`src/design/pts_pkg.sv`:
```
`default_nettype none
package pts_pkg;

  localparam int SLOTS  = 16;
  localparam int SLOT_W = (SLOTS > 1) ? $clog2(SLOTS) : 1;

  localparam logic [2:0] KIND_CONFIGURE = 3'd0;
  localparam logic [2:0] KIND_REMOVE    = 3'd1;
  localparam logic [2:0] KIND_PAUSE     = 3'd2;
  localparam logic [2:0] KIND_EXECUTE   = 3'd3;
  localparam logic [2:0] KIND_CONFIRM   = 3'd4;

  localparam logic [2:0] ST_OK        = 3'd0;
  localparam logic [2:0] ST_NO_ENTRY  = 3'd1;
  localparam logic [2:0] ST_PAST      = 3'd2;
  localparam logic [2:0] ST_FULL      = 3'd3;
  localparam logic [2:0] ST_NOT_READY = 3'd4;

  typedef struct packed {
    logic load;
    logic scan;
    logic finish;
  } ctl_cmd_t;

  typedef struct packed {
    logic scan_last;
  } dp_stat_t;

endpackage
`default_nettype wire

```
`src/design/pts_controller.sv`:
```
`default_nettype none
module pts_controller (
  input  wire logic              clk,
  input  wire logic              rst_n,
  input  wire logic              in_valid,
  output logic                   in_stall,
  output logic                   out_valid,
  input  wire logic              out_stall,
  output pts_pkg::ctl_cmd_t      cmd,
  input  wire pts_pkg::dp_stat_t stat
);

  typedef enum logic [2:0] {
    S_IDLE = 3'b001,
    S_SCAN = 3'b010,
    S_DONE = 3'b100
  } state_t;

  state_t state_r;
  state_t state_nxt;
  logic   out_valid_r;
  logic   out_valid_nxt;
  logic   accept;
  logic   out_free;

  assign in_stall  = (state_r != S_IDLE);
  assign accept    = in_valid && !in_stall;
  assign out_free  = !out_valid_r || !out_stall;
  assign out_valid = out_valid_r;

  assign cmd.load   = accept;
  assign cmd.scan   = (state_r == S_SCAN);
  assign cmd.finish = (state_r == S_DONE) && out_free;

  always_comb begin
    state_nxt = state_r;
    case (state_r)
      S_IDLE: if (accept) state_nxt = S_SCAN;
      S_SCAN: if (stat.scan_last) state_nxt = S_DONE;
      S_DONE: if (out_free) state_nxt = S_IDLE;
      default: state_nxt = S_IDLE;
    endcase
  end

  // hold the result until taken, reload on finish
  always_comb begin
    out_valid_nxt = out_valid_r;
    if (cmd.finish) out_valid_nxt = 1'b1;
    else if (!out_stall) out_valid_nxt = 1'b0;
  end

  always_ff @(posedge clk) begin
    if (!rst_n) begin
      state_r     <= S_IDLE;
      out_valid_r <= 1'b0;
    end else begin
      state_r     <= state_nxt;
      out_valid_r <= out_valid_nxt;
    end
  end

  a_accept_scans: assert property (@(posedge clk) disable iff (!rst_n)
    accept |=> (state_r == S_SCAN))
    else $error("accepted request did not start a scan");

  a_scan_ends: assert property (@(posedge clk) disable iff (!rst_n)
    (cmd.scan && stat.scan_last) |=> (state_r == S_DONE))
    else $error("scan did not end after the last slot");

  a_finish_loads: assert property (@(posedge clk) disable iff (!rst_n)
    cmd.finish |=> (out_valid_r && (state_r == S_IDLE)))
    else $error("finish did not present a result");

  a_wait_holds: assert property (@(posedge clk) disable iff (!rst_n)
    ((state_r == S_DONE) && !out_free) |=> (state_r == S_DONE))
    else $error("result step left while output was blocked");

endmodule
`default_nettype wire

```
`config.mk`:
```
export PLATFORM = sky130hd
export DESIGN_NAME = pts_controller
export DESIGN_NICKNAME = d
export VERILOG_FILES = /design/src/design/pts_pkg.sv /design/src/design/pts_controller.sv
export SDC_FILE = /design/constraint.sdc
export NUM_CORES = 1
export LEC_CHECK = 0
export BUFFER_PORTS_ARGS = -buffer_cell sky130_fd_sc_hd__buf_2
export CORE_AREA = 2 2 39 41
export CTS_BUF_LIST = sky130_fd_sc_hd__clkbuf_8
export CTS_CLUSTER_DIAMETER = 80
export CTS_CLUSTER_SIZE = 30
export DETAILED_ROUTE_END_ITERATION = 6
export DIE_AREA = 0 0 41 43
export HOLD_SLACK_MARGIN = 0.12
export PLACE_DENSITY = 0.34
export SETUP_SLACK_MARGIN = 0.2
export SYNTH_ARGS = -nofsm -noshare
export SYNTH_HDL_FRONTEND = slang
export SYNTH_SLANG_ARGS = --single-unit
```
`constraint.sdc`:
```
create_clock -name clk -period 1.45 [get_ports clk]
set_input_delay 0.145 -clock clk [delete_from_list [all_inputs] [get_ports clk]]
set_output_delay 0.145 -clock clk [all_outputs]
set_load 0.05 [all_outputs]
```
# [Yosys cells after proc, flatten, opt, wreduce, memory -nomap -nowiden]
# Cells that the tools add are included.
[totals] reg_bits=4 output_inout_bits=5 inputBits=5 wordCells=23
[classes] n_eq_ne=8 n_reduce_logical=7 n_mux=6
[ops] operator="3-bit 2-to-1 mux" n=3
[ops] operator="3-bit one-hot mux with 3 select lines" n=1
[ops] operator="2-bit by 1-bit inequality test with 1-bit output, second input constant" n=2
[ops] operator="2-bit inequality test, second input constant" n=2
[ops] operator="3-bit by 1-bit == test with 1-bit output, second input constant" n=1
[ops] operator="3-bit by 2-bit == test with 1-bit output, second input constant" n=1
[ops] operator="3-bit == test, second input constant" n=1
[ops] operator="1-bit zero test" n=3
[ops] operator="3-bit by 1-bit inequality test with 1-bit output, second input constant" n=1
[ops] operator="3-bit AND reduction" n=1
[ops] operator="1-bit logical AND" n=2
[ops] operator="1-bit 2-to-1 mux" n=2
[ops] operator="1-bit logical OR" n=1

# [Logic depth before layout (Yosys ltp)]
[depth] depth_word=5 mapped_depth=3 depth_no_buf=2

# [Least setup slack after synthesis]
# Ideal clock, no wire load.
[synth_timing] path_kind="reg2out" startpoint="reg state_r[0]" endpoint="out cmd[2] (netlist bit)" t_arrival_ns=1.345 required_ns=1.305 path_slack_ns=-0.040 n_path_buf=1 path_stages_with_launch=4 path_cell_list="dfxtp_1 > or3b_1 > nor2_1 > buf_4"
[synth_via] elab_chain_cells=3
[synth_rtl] element="start, declared" line_no="pts_controller.sv:19" text="state_t state_r;"
[synth_rtl] element="start signal, assigned" line_no="pts_controller.sv:57" text="state_r <= state_nxt;"
[synth_rtl] element="3-bit by 1-bit inequality test with 1-bit output" line_no="pts_controller.sv:26" text="assign in_stall = (state_r != S_IDLE);"
[synth_rtl] element="named net in_stall" line_no="pts_controller.sv:6" text="output logic in_stall,"
[synth_rtl] element="1-bit zero test" line_no="pts_controller.sv:27" text="assign accept = in_valid && !in_stall;"
[synth_rtl] element="1-bit logical AND" line_no="pts_controller.sv:27"
[synth_rtl] element="end, declared" line_no="pts_controller.sv:9" text="output pts_pkg::ctl_cmd_t cmd,"
# The timed path passes the listed nets, and every way through them passes these cells.

==> results.json <==
{
  "start_util_pct": 17.27,
  "pin_count": 10,
  "drive_above_1_share_pct": 60.98,
  "dr_total_vias": 256,
  "critical_path_peak_fanout": 4,
  "hold_violations": 0,
  "fillers": 153,
  "fmax_ghz": 0.7163,
  "clkLatencyLatePin_ns": 0.21,
  "via_per_inst": 4.491,
  "first_iter_violations": 1,
  "syn2layout_area_growth_pct": 74.87,
  "crit_path_start_kind": "register",
  "crit_chain": "or3b_4 -> a21oi_2 -> buf_6",
  "maxSlewHeadroom_pct": 83.29,
  "fin_nets": 48,
  "fin_cells": 57,
  "path_class": "register to primary output",
  "grt_use_total_pct": 10.05,
  "setup_viol": 0,
  "cellPowerDensity_nw_per_um2": 1080,
  "grt_pass1_wl_mm": 1.131,
  "die_area_sq_um": 1763,
  "coreArea_sq_um": 1384,
  "gp_congestion": 0.6714,
  "rows": 14,
  "tightestPinTransition_ns": 0.2524,
  "worst_path_largest_cell_delay_ns": 0.38,
  "finalClockSkew_ns": 0.00005410,
  "cp.arrival_ns": 1.25,
  "synth_nets": 32,
  "die_y_um": 43,
  "die_w_um": 41,
  "seq_area_frac_synth_pct": 33.51,
  "worst-path-buf-inv": 1,
  "clock-sinks": 4,
  "status": "finished, final reports clean",
  "cap_viol_max_count": 0,
  "path_clk_slew_ns": 0.03,
  "placedCellCount": 49,
  "finalSetupTns_ns": 0,
  "cts_tree": "done",
  "antenna_found_initial": 0,
  "port_buffers": 9,
  "fin_hold_ws_ns": 0.1549,
  "postRouteAntennaNets": 0,
  "first_global_vias": 277,
  "critPathTopFamily": "simple AND/OR/NAND/NOR gates",
  "grt_max_degree": 8,
  "clockRootBuffer": "clkbuf_8",
  "syn_area_per_cell_sq_um": 8.851,
  "synth_area_sq_um": 239.0,
  "hold_start": "rst_n",
  "final_cell_mix": "5 x buf_2, 5 x buf_4, 4 x buf_6, 3 x clkbuf_8, 3 x dfxtp_4",
  "timing.rr.start": "state_r[0]",
  "startpoint": "state_r[2]",
  "dr.pass1.iters": 2,
  "insertedDiodeCount": 0,
  "drv_slew": 0,
  "yosysWarnings": 0,
  "p_leak_nw": 0.1764,
  "finalCritPeriodShare_pct": 96.28,
  "reg2regPathDepth": 3,
  "overflow": 0,
  "cpMaxStageDelayCell": "or3b_4",
  "holdPathStages": 2,
  "numCtsBuffers": 3,
  "routed_wirelength_um": 662,
  "worstPathRequired_ns": 1.31,
  "rsz0062_at_grt": "true",
  "period_needed_ns": 1.396,
  "vdd.ir_drop.worst_v": 0.0003206,
  "endpoint_kind": "primary output",
  "cts_buffer_depth": 2,
  "p_total_mw": 0.4514,
  "worst-path-stages": 3,
  "synthDistinctLibCells": 16,
  "holdCritPathClass": "primary input to register",
  "syn-instance-count": 27,
  "htree_num_levels": 1,
  "ys_ff_latch": 4,
  "drc": 0,
  "wl_per_cell_um": 11.61
}
[kinds of logic after synthesis]
kind of cell | count (synthesis) | share of synthesized area [%]
AND/OR/NAND/NOR | 13 | 40.31
AO/OA/AOI/OAI | 6 | 15.18
flip-flops | 4 | 33.51
buffers and inverters | 4 | 10.99
[synth_stat cells]
master    number  area share [%]
dfxtp_1        4              34
a21oi_1        3             6.3
buf_4          3             9.4
or3b_1         3              11
nand2b_1       2             5.2
nand3b_1       2             6.3
a21boi_1       1             3.1
and3b_1        1             3.7
and4b_1        1             4.2
inv_1          1             1.6
nand2_1        1             1.6
nand4b_1       1             3.7
nor2_1         1             1.6
nor3b_1        1             3.1
o21ai_0        1             2.1
o311ai_1       1             3.7
[power by group]
group          switching [mW]  internal (mW)  total, mW
registers             0.00478          0.114      0.119
logic                  0.0553         0.0452      0.101
clock network          0.0552          0.177      0.232
[sequential cells by signal, summed over array words and instances (netlist names)]
| name | flops |
|---|---|
| out_valid | 1 |
| state_r | 3 |
[path summary, 6_finish.rpt]
kind / end / slack (ns)
hold reg to reg: out_valid / 0.52
setup reg to reg: state_r[1] / 0.39
setup / recovery: cmd[0] / 0.05
hold / removal: state_r[0] / 0.15
[routing by layer]
metal | vias up | share of wire (%) | GRT usage, %
li1 | 126 | - | -
met1 | 121 | 47 | 12.58
met2 | 9 | 47 | 12.50
met3 | 0 | 5.3 | 3.141
met4 | 0 | 0 | 10.00
met5 | - | 0 | 0
[layout make-up]
cell class,instances,area [sq um],share of cell area [%]
inverter,1,3.754,0.8982
tap,16,20.02,4.790
clock buffer,3,41.29,9.880
sequential,4,91.34,21.86
multi-input combinational,19,153.9,36.83
timing repair buffer,14,107.6,25.75
[repair_timing]
action,CTS,global route
hold buffers,0,0
cloned,0,0
buffers inserted,5,0
hold endpoints to repair,0,0
gates resized for setup,15,2
endpoints found under the setup margin,4,4
pin swaps,1,0
[stage by stage]
step	utilization (%)	instance area (sq um)	worst slack [ns]
2_1_floorplan	-	249.0	0.1891
3_3_place_gp	20.80	287.8	0.07948
3_5_place_dp	20.80	287.8	0.07271
4_1_cts	29.57	409.1	0.04787
5_1_grt	30.20	417.9	0.02261
6_report	30.20	417.9	0.05393
Power figures use the tool's default switching activity.
